--- config.mk ---
export PLATFORM = sky130hd
export DESIGN_NAME = gptw_walk
export DESIGN_NICKNAME = d
export VERILOG_FILES = /design/src/rtl/gptw_pkg.sv /design/src/rtl/gptw_walk.sv
export SDC_FILE = /design/constraint.sdc
export NUM_CORES = 1
export LEC_CHECK = 0
export ABC_AREA = 1
export BUFFER_PORTS_ARGS = -buffer_cell sky130_fd_sc_hd__clkbuf_2
export CAP_MARGIN = 30
export CORE_ASPECT_RATIO = 0.6
export CORE_UTILIZATION = 49
export CTS_CLUSTER_DIAMETER = 30
export DETAILED_ROUTE_END_ITERATION = 7
export PLACE_DENSITY = 0.86
export SYNTH_ARGS = -nofsm -noshare
export SYNTH_HDL_FRONTEND = slang
export SYNTH_SLANG_ARGS = --single-unit
--- constraint.sdc ---
create_clock -name i_clk -period 4.1 [get_ports i_clk]
set_clock_uncertainty 0.2 [all_clocks]
set_input_delay 0.41 -clock i_clk [delete_from_list [all_inputs] [get_ports i_clk]]
set_output_delay 0.41 -clock i_clk [all_outputs]
set_load 0.05 [all_outputs]
--- src/rtl/gptw_pkg.sv ---
// Shared types, codes and constants for the guest page table walker.
`default_nettype none
package gptw_pkg;

    parameter int unsigned MEM_WORDS_DEF = 4096;
    parameter int unsigned DATA_W = 64;
    parameter int unsigned ADDR_W = 48;
    parameter int unsigned WIDX_W = 12;
    parameter int unsigned PAGE_SHIFT = 12;
    parameter int unsigned IDX_W = 9;
    parameter int unsigned BASE_W = ADDR_W - PAGE_SHIFT;
    parameter int unsigned BIT_P = 0;
    parameter int unsigned BIT_PS = 7;

    localparam logic CMD_WRITE = 1'b0;
    localparam logic CMD_XLATE = 1'b1;

    typedef enum logic [1:0] {
        ST_IDLE,
        ST_ISSUE,
        ST_EVAL
    } t_state;

    typedef struct packed {
        logic              valid;
        logic              fault;
        logic [ADDR_W-1:0] phys_addr;
    } t_walk_res;

endpackage
`default_nettype wire

--- src/rtl/gptw_walk.sv ---
// Walk sequencer with the shared index, address and offset-add unit.
`default_nettype none
module gptw_walk #(
    parameter int unsigned AW = 12
) (
    input  wire logic                          i_clk,
    input  wire logic                          i_rst_n,
    input  wire logic                          i_start,
    input  wire logic [gptw_pkg::BASE_W-1:0]   i_root_base,
    input  wire logic [gptw_pkg::ADDR_W-1:0]   i_va,
    input  wire logic [gptw_pkg::DATA_W-1:0]   i_rd_data,
    output logic      [AW-1:0]                 o_rd_addr,
    output logic                               o_busy,
    output gptw_pkg::t_walk_res                o_res
);

    localparam int unsigned FULL_W = gptw_pkg::BASE_W + gptw_pkg::IDX_W;

    gptw_pkg::t_state r_state, n_state;
    logic [1:0]                      r_lvl, n_lvl;
    logic [gptw_pkg::BASE_W-1:0]     r_base, n_base;
    logic [gptw_pkg::ADDR_W-1:0]     r_va, n_va;

    logic [1:0]                      sel_lvl;
    logic [gptw_pkg::BASE_W-1:0]     sel_base;
    logic [gptw_pkg::IDX_W-1:0]      idx;
    logic [FULL_W-1:0]               full_addr;
    logic [gptw_pkg::ADDR_W-1:0]     offset;
    logic [gptw_pkg::ADDR_W-1:0]     sum;
    logic [gptw_pkg::BASE_W-1:0]     entry_base;
    logic                            entry_zero;
    logic                            entry_p;
    logic                            entry_large;

    assign entry_base  = i_rd_data[gptw_pkg::ADDR_W-1:gptw_pkg::PAGE_SHIFT];
    assign entry_zero  = (i_rd_data == '0);
    assign entry_p     = i_rd_data[gptw_pkg::BIT_P];
    assign entry_large = i_rd_data[gptw_pkg::BIT_PS] && entry_p;

    always_comb begin
        case (sel_lvl)
            2'd3:    idx = r_va[39 +: gptw_pkg::IDX_W];
            2'd2:    idx = r_va[30 +: gptw_pkg::IDX_W];
            2'd1:    idx = r_va[21 +: gptw_pkg::IDX_W];
            default: idx = r_va[12 +: gptw_pkg::IDX_W];
        endcase
    end

    assign full_addr = {sel_base, idx};
    assign o_rd_addr = full_addr[AW-1:0];

    always_comb begin
        case (r_lvl)
            2'd3:    offset = {9'd0, r_va[38:0]};
            2'd2:    offset = {18'd0, r_va[29:0]};
            2'd1:    offset = {27'd0, r_va[20:0]};
            default: offset = {36'd0, r_va[11:0]};
        endcase
    end

    assign sum = {entry_base, 12'd0} + offset;

    always_ff @(posedge i_clk) begin
        if (!i_rst_n) begin
            r_state <= gptw_pkg::ST_IDLE;
        end else begin
            r_state <= n_state;
        end
        r_lvl  <= n_lvl;
        r_base <= n_base;
        r_va   <= n_va;
    end

    always_comb begin
        n_state         = r_state;
        n_lvl           = r_lvl;
        n_base          = r_base;
        n_va            = r_va;
        sel_lvl         = r_lvl;
        sel_base        = r_base;
        o_res.valid     = 1'b0;
        o_res.fault     = 1'b0;
        o_res.phys_addr = '0;
        case (r_state)
            gptw_pkg::ST_IDLE: begin
                if (i_start) begin
                    n_va    = i_va;
                    n_base  = i_root_base;
                    n_lvl   = 2'd3;
                    n_state = gptw_pkg::ST_ISSUE;
                end
            end
            gptw_pkg::ST_ISSUE: begin
                n_state = gptw_pkg::ST_EVAL;
            end
            gptw_pkg::ST_EVAL: begin
                if (entry_zero || (r_lvl == 2'd0 && !entry_p)) begin
                    o_res.valid = 1'b1;
                    o_res.fault = 1'b1;
                    n_state     = gptw_pkg::ST_IDLE;
                end else if (r_lvl == 2'd0 || entry_large) begin
                    o_res.valid     = 1'b1;
                    o_res.phys_addr = sum;
                    n_state         = gptw_pkg::ST_IDLE;
                end else begin
                    sel_lvl  = r_lvl - 2'd1;
                    sel_base = entry_base;
                    n_lvl    = r_lvl - 2'd1;
                    n_base   = entry_base;
                end
            end
            default: begin
                n_state = gptw_pkg::ST_IDLE;
            end
        endcase
    end

    assign o_busy = (r_state != gptw_pkg::ST_IDLE);

    a_fault_zero: assert property (@(posedge i_clk) disable iff (!i_rst_n)
        o_res.valid && o_res.fault |-> o_res.phys_addr == '0)
        else $error("faulting result carries a nonzero address");

    a_start_idle: assert property (@(posedge i_clk) disable iff (!i_rst_n)
        i_start && r_state == gptw_pkg::ST_IDLE |=> r_state == gptw_pkg::ST_ISSUE && r_lvl == 2'd3)
        else $error("walk did not begin at the top level");

    a_descend: assert property (@(posedge i_clk) disable iff (!i_rst_n)
        r_state == gptw_pkg::ST_EVAL && !o_res.valid |=>
            r_state == gptw_pkg::ST_EVAL && r_lvl == 2'($past(r_lvl) - 2'd1))
        else $error("walk did not descend one level");

    a_large_only: assert property (@(posedge i_clk) disable iff (!i_rst_n)
        o_res.valid && !o_res.fault && r_lvl != 2'd0 |-> entry_large)
        else $error("early result without a large-page entry");

    a_no_result_idle: assert property (@(posedge i_clk) disable iff (!i_rst_n)
        r_state != gptw_pkg::ST_EVAL |-> !o_res.valid)
        else $error("result outside the evaluation state");

endmodule
`default_nettype wire

# Word level (Yosys, flattened, before mapping)
# Index checks and enable logic that the tools add are counted.
# totals
regBits	88
in_bits	151
out_inout_bits	63
wordCells	51
# classes
add_sub_neg	2
eq_ne	10
mux	22
n_reduce_logical	13
# ops
operator	count
one-hot mux 39 bit (3 select lines)	1
2-to-1 mux 36 bit	3
2-to-1 mux 48 bit	2
one-hot mux 36 bit (2 select lines)	1
zero test 64 bit	1
2-to-1 mux 50 bit	1
adder 48 bit	1
one-hot mux 9 bit (3 select lines)	1
2-to-1 mux 2 bit	7
equality test 2 bit, second input constant	5
equality test 2 x 1 -> 1 bit, second input constant	3
one-hot mux 2 bit (3 select lines)	1
AND reduction 2 bit	3
zero test 2 bit	2
one-hot mux 2 bit (2 select lines)	1
nonzero test 2 bit	2
2-to-1 mux 1 bit	3
2-to-1 mux 3 bit	1
!= test 3 bit, second input constant	1
logical AND 1 bit	2
logical OR 1 bit	2
!= test 2 bit, second input constant	1
subtractor 2 x 1 -> 2 bit, second input constant	1
zero test 1 bit	1

# Depth between registers and ports, before layout
# Gate-level depths: netlist of run 1.
# depth
ltp_word	7
mapped_depth	20
mapped_depth_nobuf	20

# Worst setup path after synthesis of run 1
# No wires, ideal clock.
# synth_path
path_type	register to output
from	register r_lvl[1]
to	output port o_res[32] in the netlist's numbering
arrival_time_ps	3513
required_time_ps	3490
slack_ps	-23
stages_incl_launch_ff	19
path_buffers	1
cell_sequence	edfxtp_1 ha_1 clkbuf_1 o21ai_2 nand2_1 nand2_1 inv_1 ha_1 inv_1 fa_1 inv_1 nand3_1 nand2_1 a21oi_1 o21bai_1 nand3_1 nand2_1 o21ai_1 a21oi_1
# synth_rtl
item	line_no	text
start: declaration	gptw_walk.sv:20	logic [1:0] r_lvl, n_lvl;
start signal: assignment	gptw_walk.sv:69	r_lvl <= n_lvl;
end: declaration	gptw_walk.sv:14	output gptw_pkg::t_walk_res o_res

==> metrics.yaml, run 1 <==
global_route:
  grt_pass1_vias: 4770
  antenna_found_initial: 0
  overflow: 0
  grt_pass1_wl_um: 23650
  grt_max_degree: 48
  grt_usage_pct: 29.01
timing:
  fin_crit_ns: 3.982
  setup-violations-final: 0
  rsz0062_at_grt: "yes"
  layout_setup_ws_ns: 0.1179
  final_hold_viol_count: 0
  drv_slew: 0
  fmax_mhz: 251.1
  worst_slew_pin_slew_ns: 0.5668
  relSlewSlack_pct: 62.21
  period_share_pct: 97.12
clock_tree:
  numCtsBuffers: 5
  cts_tree: "done"
  root_buffer: "clkbuf_16"
  cts_num_sinks: 55
  cts_buffer_depth: 2
  clk_latency_ns: 0.29
  htreeDepth: 2
  path_clk_slew_ns: 0.08
  cts_hold_buffers: 0
final_layout:
  antennaDiodeCount: 0
  mostFrequentLayoutCells: "clkbuf_2, nand2_1, nor2_1"
  syn_to_final_growth_pct: 30.41
  instances_no_fill: 1011
  finalNetCount: 1063
  drive_above_1_share_pct: 32.46
  mostFrequentLayoutCell: "clkbuf_2"
die:
  ios: 214
  fp.dieW_um: 131.6
  rows: 27
  start_util_pct: 52.05
  core_area_mm2: 0.009493
  die_area_mm2: 0.01050
  die_h_um: 79.79
worst_hold_path:
  hp-class: "input port to flop"
  worstHoldStart: "i_va[8]"
place:
  dp_hpwl_um: 12780
  dp_cells: 999
  pre_cts_ws_ns: 0.3223
  place_congestion: 0.9756
  io_buffers: 180
worst_setup_path:
  worstPathArrival_ns: 3.37
  start_kind: "flop"
  crit_type: "flop to output pin"
  setup.worst_path.start: "r_lvl[0]"
  timing.rr.start: "r_state[0]"
  critPathMaxStageDelay_ns: 0.39
  cp.required_ns: 3.49
  slowest_stage: "edfxtp_1"
  crit_chain: "buf_4 -> ha_1 -> o21ai_2 -> nand2_1 -> buf_4 -> nand2_1 -> inv_1 -> ha_1 -> a21o_1 -> nand3_1 -> nand3_4 -> a21oi_4 -> inv_2 -> a21o_1 -> nand2_1 -> nand2_1 -> nor2_1 -> buf_6"
  cp_max_fo: 8
  cp_common_cell: "nand2_1"
  worstSetupEndpointType: "output pin"
power_and_ir_drop:
  seqPwrFrac_pct: 35.7
  sw_frac_of_total_pct: 40.04
  pwr-share-clk_pct: 22.7
  power_leakage_nw: 3.155
  power_switching_mw: 0.7748
  irDropWorstVdd_mv: 0.2080
  combPwrFrac_pct: 41.6
  power.density_mw_per_mm2: 300.3
  p_total_mw: 1.935
  internal-power_mw: 1.160
detailed_routing:
  drt_iter0_markers: 532
  viasPerCell: 5.336
  wl_um: 15620
  wl_met2_um: 6353
  vias: 5395
  dr_wl_met3_um: 1826
  wl_met1_um: 7344
  top_layer_used: "met4"
  first_pass_iters: 5
  postRouteAntennaNets: 0
  drc_errors: 0
  drt-wirelength-per-cell_um: 15.45
logic_synthesis:
  ys_ff_latch: 55
  yosysUniqueCellTypes: 47
  ys.flop_type: "edfxtp_1"
  synth-edff-count: 53
  synth_top_area_cell: "edfxtp_1"
  async_flop_share_pct: 0
  synth_fp_nets: 873
  synth_seq_area_share_pct: 33.02
  yosysTopAreaCellShare_pct: 32.21
  synth_area_leaders: "edfxtp_1, nand2_1, nor2_1"
  syn_area_per_cell_um2: 7.161
  yosysWarnings: 0
  postSynthCellCount: 690
  synth_area_mm2: 0.004941
flow_run:
  maxCapViolCount: 0
run_status:
  outcome: "completed"
[power groups by stage]
stage	logic, mW	registers, mW	clock network [mW]
after floorplan	0.505	0.695	0
after global placement	0.706	0.700	0
after detailed placement	0.715	0.702	0
after CTS	0.718	0.689	0.442
after global routing	0.872	0.694	0.464
final	0.806	0.690	0.439
[registers in the layout (all words and copies together), names as in the netlist]
register  cells
r_va         48
r_base        3
r_lvl         2
r_state       2
[through the flow]
stage / utilization [%] / hold WS, ns / TNS [ns] / cell area (um^2)
final: 67.88 / 0.08699 / 0 / 6444
after global routing: 67.88 / 0.08127 / -0.6624 / 6444
after CTS: 64.72 / 0.08720 / 0 / 6143
after detailed placement: 63.08 / 0.3117 / 0 / 5988
after global placement: 63.08 / 0.3010 / 0 / 5988
after floorplan: - / 0.2869 / 0 / 4945
[layer usage]
| layer | vias to the layer above | global-route usage, % |
|---|---|---|
| met4 | 0 | 4.186 |
| li1 | 2696 | - |
| met3 | 12 | 7.492 |
| met1 | 2405 | 42.35 |
| met5 | - | 0 |
| met2 | 282 | 43.44 |
[logic make-up (layout without fill, tap and decap cells)]
logic type | count (synthesis) | count (layout) | share of synthesized area, %
buffers and inverters | 101 | 292 | 9.015
XOR/XNOR | 6 | 6 | 1.064
AND/OR/NAND/NOR | 367 | 367 | 34.03
AO/OA/AOI/OAI | 129 | 129 | 14.61
flip-flops | 55 | 55 | 33.02
adder cells (fa/ha/maj) | 32 | 32 | 8.255
[synth_stat cells, types with 3 or more instances]
| cell type | count |
|---|---|
| o21a_1 | 5 |
| nand3_2 | 15 |
| a21o_1 | 6 |
| inv_2 | 6 |
| inv_1 | 84 |
| ha_1 | 31 |
| nor3_1 | 9 |
| nand2_1 | 147 |
| o21ai_0 | 20 |
| nand2_4 | 5 |
| o21ai_1 | 23 |
| edfxtp_1 | 53 |
| xor2_1 | 4 |
| a31oi_1 | 3 |
| a21oi_1 | 60 |
| nand4_1 | 16 |
| nor2_1 | 127 |
| nand3_1 | 35 |
[worst paths after layout]
kind / end / slack (ns) / cells after the start
setup / recovery: o_res[31] / 0.12 / 18
hold / removal: r_va[8] / 0.09 / 1
setup reg to reg: r_lvl[1] / 2.09 / 6
hold reg to reg: r_state[1] / 0.33 / 2
[area by class of cell]
type                       count  area [um^2]
timing repair buffer         192         1047
sequential                    55         1632
multi-input combinational    534         3092
clock inverter                 3        27.53
clock buffer                   5        125.1
fill                         836         3049
tap                          130        162.7
inverter                      92        357.8
[repair_timing]
action	4_1_cts	5_1_grt
endpoints found under the setup margin	1	25
pin swaps	0	8
resized for setup	1	97
buffers inserted	0	4
[worst max-delay path, delay by kind of cell, from the launching register on]
| family | cells | cell delay (ns) |
|---|---|---|
| AND/OR/NAND/NOR | 7 | 0.67 |
| flip-flops | 1 | 0.39 |
| AO/OA/AOI/OAI | 4 | 0.81 |
| adder cells (fa/ha/maj) | 2 | 0.57 |
| buffers and inverters | 5 | 0.64 |
(Power assumes the default switching activity.)
==> inputs of run 2 (changes only) <==
- PLACE_DENSITY: 0.86 -> 0.87
==> run 2 against run 1 <==
Cell area decreased by 2.0%. Fmax is 1.3% higher. Utilization is 1.3 points lower. Largest cell class unchanged.
==> metrics.yaml, run 2 (same netlist as run 1, synthesis figures left out) <==
die:
  die_area_mm2: 0.01050  # unchanged
  core_area_mm2: 0.009493  # unchanged
  start_util_pct: 52.05  # unchanged
  die_h_um: 79.79  # unchanged
  ios: 214  # unchanged
  rows: 27  # unchanged
  fp.dieW_um: 131.6  # unchanged
timing:
  fin_crit_ns: 3.930  # -0.05181 ns
  tns_ns: 0  # unchanged
  relSlewSlack_pct: 59.21  # -3.0 points
  worst_slew_pin_slew_ns: 0.6119  # +0.04505 ns
  final_hold_viol_count: 0  # unchanged
  fmax_mhz: 254.4  # +1.3%
  rsz0062_at_grt: "yes"
  drv_slew: 0  # unchanged
  period_share_pct: 95.86  # -1.3 points
  setup-violations-final: 0  # unchanged
flow_run:
  maxCapViolCount: 0  # unchanged
place:
  dp_cells: 997  # -0.20%
  post_dp_cell_area_mm2: 0.005973  # -0.25%
  dp_hpwl_um: 12750  # -0.21%
  place_congestion: 0.9744  # -0.12%
  io_buffers: 180  # unchanged
worst_setup_path:
  critPathMaxStageDelay_ns: 0.39  # about the same
  worstSetupEndpointType: "output pin"
  crit_type: "flop to output pin"
  start_kind: "flop"
  crit_chain: "buf_4 -> ha_1 -> o21ai_2 -> buf_4 -> nor2_1 -> ha_2 -> nand2_1 -> o21ai_0 -> a21oi_1 -> nand3_2 -> nand4_1 -> nand3_1 -> nand2_1 -> nor2_1 -> buf_6"
  cp.required_ns: 3.49  # about the same
  worstPathArrival_ns: 3.32  # -0.05 ns
  slowest_stage: "edfxtp_1"
  cp_max_fo: 9  # +1
final_layout:
  multi_input_area_mm2: 0.003013  # -2.5%
  antennaDiodeCount: 0  # unchanged
  final_cell_area_mm2: 0.006317  # -2.0%
  fillers: 842  # +0.72%
  top_regs: "r_va x48, r_base x3"
  seqCellArea_mm2: 0.001632  # unchanged
  instances_no_fill: 1006  # -0.49%
  largest_register_ffs: 48  # unchanged
  mostFrequentLayoutCells: "clkbuf_2, nand2_1, nor2_1"
  fin_util_pct: 66.55  # -1.3 points
  finalNetCount: 1058  # -0.47%
  mostFrequentLayoutCell: "clkbuf_2"
  regMostFlops: "r_va"
  syn_to_final_growth_pct: 27.86
  drive_above_1_share_pct: 31.28  # -1.2 points
worst_hold_path:
  hp-class: "input port to flop"
global_route:
  grt_max_degree: 50  # +4.2%
  grt_usage_pct: 28.88  # -0.13 points
  antenna_found_initial: 0  # unchanged
  grt_pass1_vias: 4828  # +1.2%
  grt_pass1_wl_um: 23720  # +0.29%
  overflow: 0  # unchanged
power_and_ir_drop:
  power_leakage_nw: 3.116  # -1.2%
  irDropWorstVdd_mv: 0.2711  # +30%
  power.density_mw_per_mm2: 300.9  # +0.20%
detailed_routing:
  wl_um: 15270  # -2.2%
  viasPerCell: 5.397  # +1.1%
  drc_errors: 0  # unchanged
  vias: 5429  # +0.63%
  postRouteAntennaNets: 0  # unchanged
  drt-wirelength-per-cell_um: 15.18  # -1.8%
  first_pass_iters: 5  # unchanged
  drt_iter0_markers: 419  # -21%
clock_tree:
  htreeDepth: 2  # unchanged
  path_clk_slew_ns: 0.08  # about the same
  clk_latency_ns: 0.29  # about the same
  numCtsBuffers: 5  # unchanged
  cts_buffer_depth: 2  # unchanged
  root_buffer: "clkbuf_16"
  cts_num_sinks: 55  # unchanged
  cts_tree: "done"
run_status:
  outcome: "completed"
==> run 2: cell types whose count changed in the layout (fill, tap and decap cells not counted), sizes merged <==
cell / before / now
clkbuf: 173 / 178
clkinvlp: 1 / 0
clkinv: 1 / 2
buf: 24 / 14
==> run 2: area by class of cell <==
class                           count  share of cell area, %
Multi-Input combinational cell    534                  47.69
Sequential cell                    55                  25.83
Timing Repair Buffer              187                  15.73
Inverter                           92                  5.664
Tap cell                          130                  2.575
Clock buffer                        5                  1.981
Clock inverter                      3                 0.5348
==> run 2: path summary, 6_finish.rpt <==
kind,endpoint,slack [ns],cells after the start,from
hold reg to reg,r_state[1],0.32,2,r_state[0]
setup / recovery,o_res[46],0.17,15,r_lvl[0]
hold / removal,r_va[12],0.08,1,i_va[12]
setup reg to reg,r_lvl[1],2.14,6,r_state[0]
==> run 2: per-stage QoR <==
stage               setup slack [ns]  power, mW  hold WS (ns)
global route                -0.02616      1.995       0.07824
floorplan                   0.002409      1.200        0.2869
CTS                         0.002780      1.854       0.08288
finish                        0.1697      1.901       0.08460
global placement              0.2914      1.405        0.2994
detailed placement            0.2257      1.413        0.3074
==> run 2: repair_timing <==
action | in CTS | in global routing
setup endpoints to repair | 8 | 21
gates resized for setup | 5 | 65
endpoints found under the hold margin | 0 | 0
pin swaps | 1 | 2
hold buffers | 0 | 0
setup buffers | 0 | 1
==> run 2: where the power goes <==
| part | leakage (nW) | switching, mW | internal, mW |
|---|---|---|---|
| registers | 0.521 | 0.0243 | 0.666 |
| logic | 2.52 | 0.527 | 0.241 |
| clock network | 0.0772 | 0.207 | 0.235 |
| total | 3.12 | 0.759 | 1.14 |
==> run 2: layer usage <==
| layer | GRT usage [%] | vias to the layer above | part of all wire, % |
|---|---|---|---|
| met5 | 0 | - | 0 |
| met4 | 6.860 | 0 | 0.81 |
| met3 | 6.095 | 14 | 12 |
| met2 | 43.02 | 300 | 41 |
| met1 | 42.28 | 2439 | 46 |
| li1 | - | 2676 | - |
==> run 2: critical path, delay by kind of cell, from the launching register on <==
family	cells	cell delay, ns
AOI/OAI and AO/OA	3	0.66
DFF	1	0.39
adders and majority gates	2	0.61
buffers and inverters	3	0.55
and+or+nand+nor	7	0.81
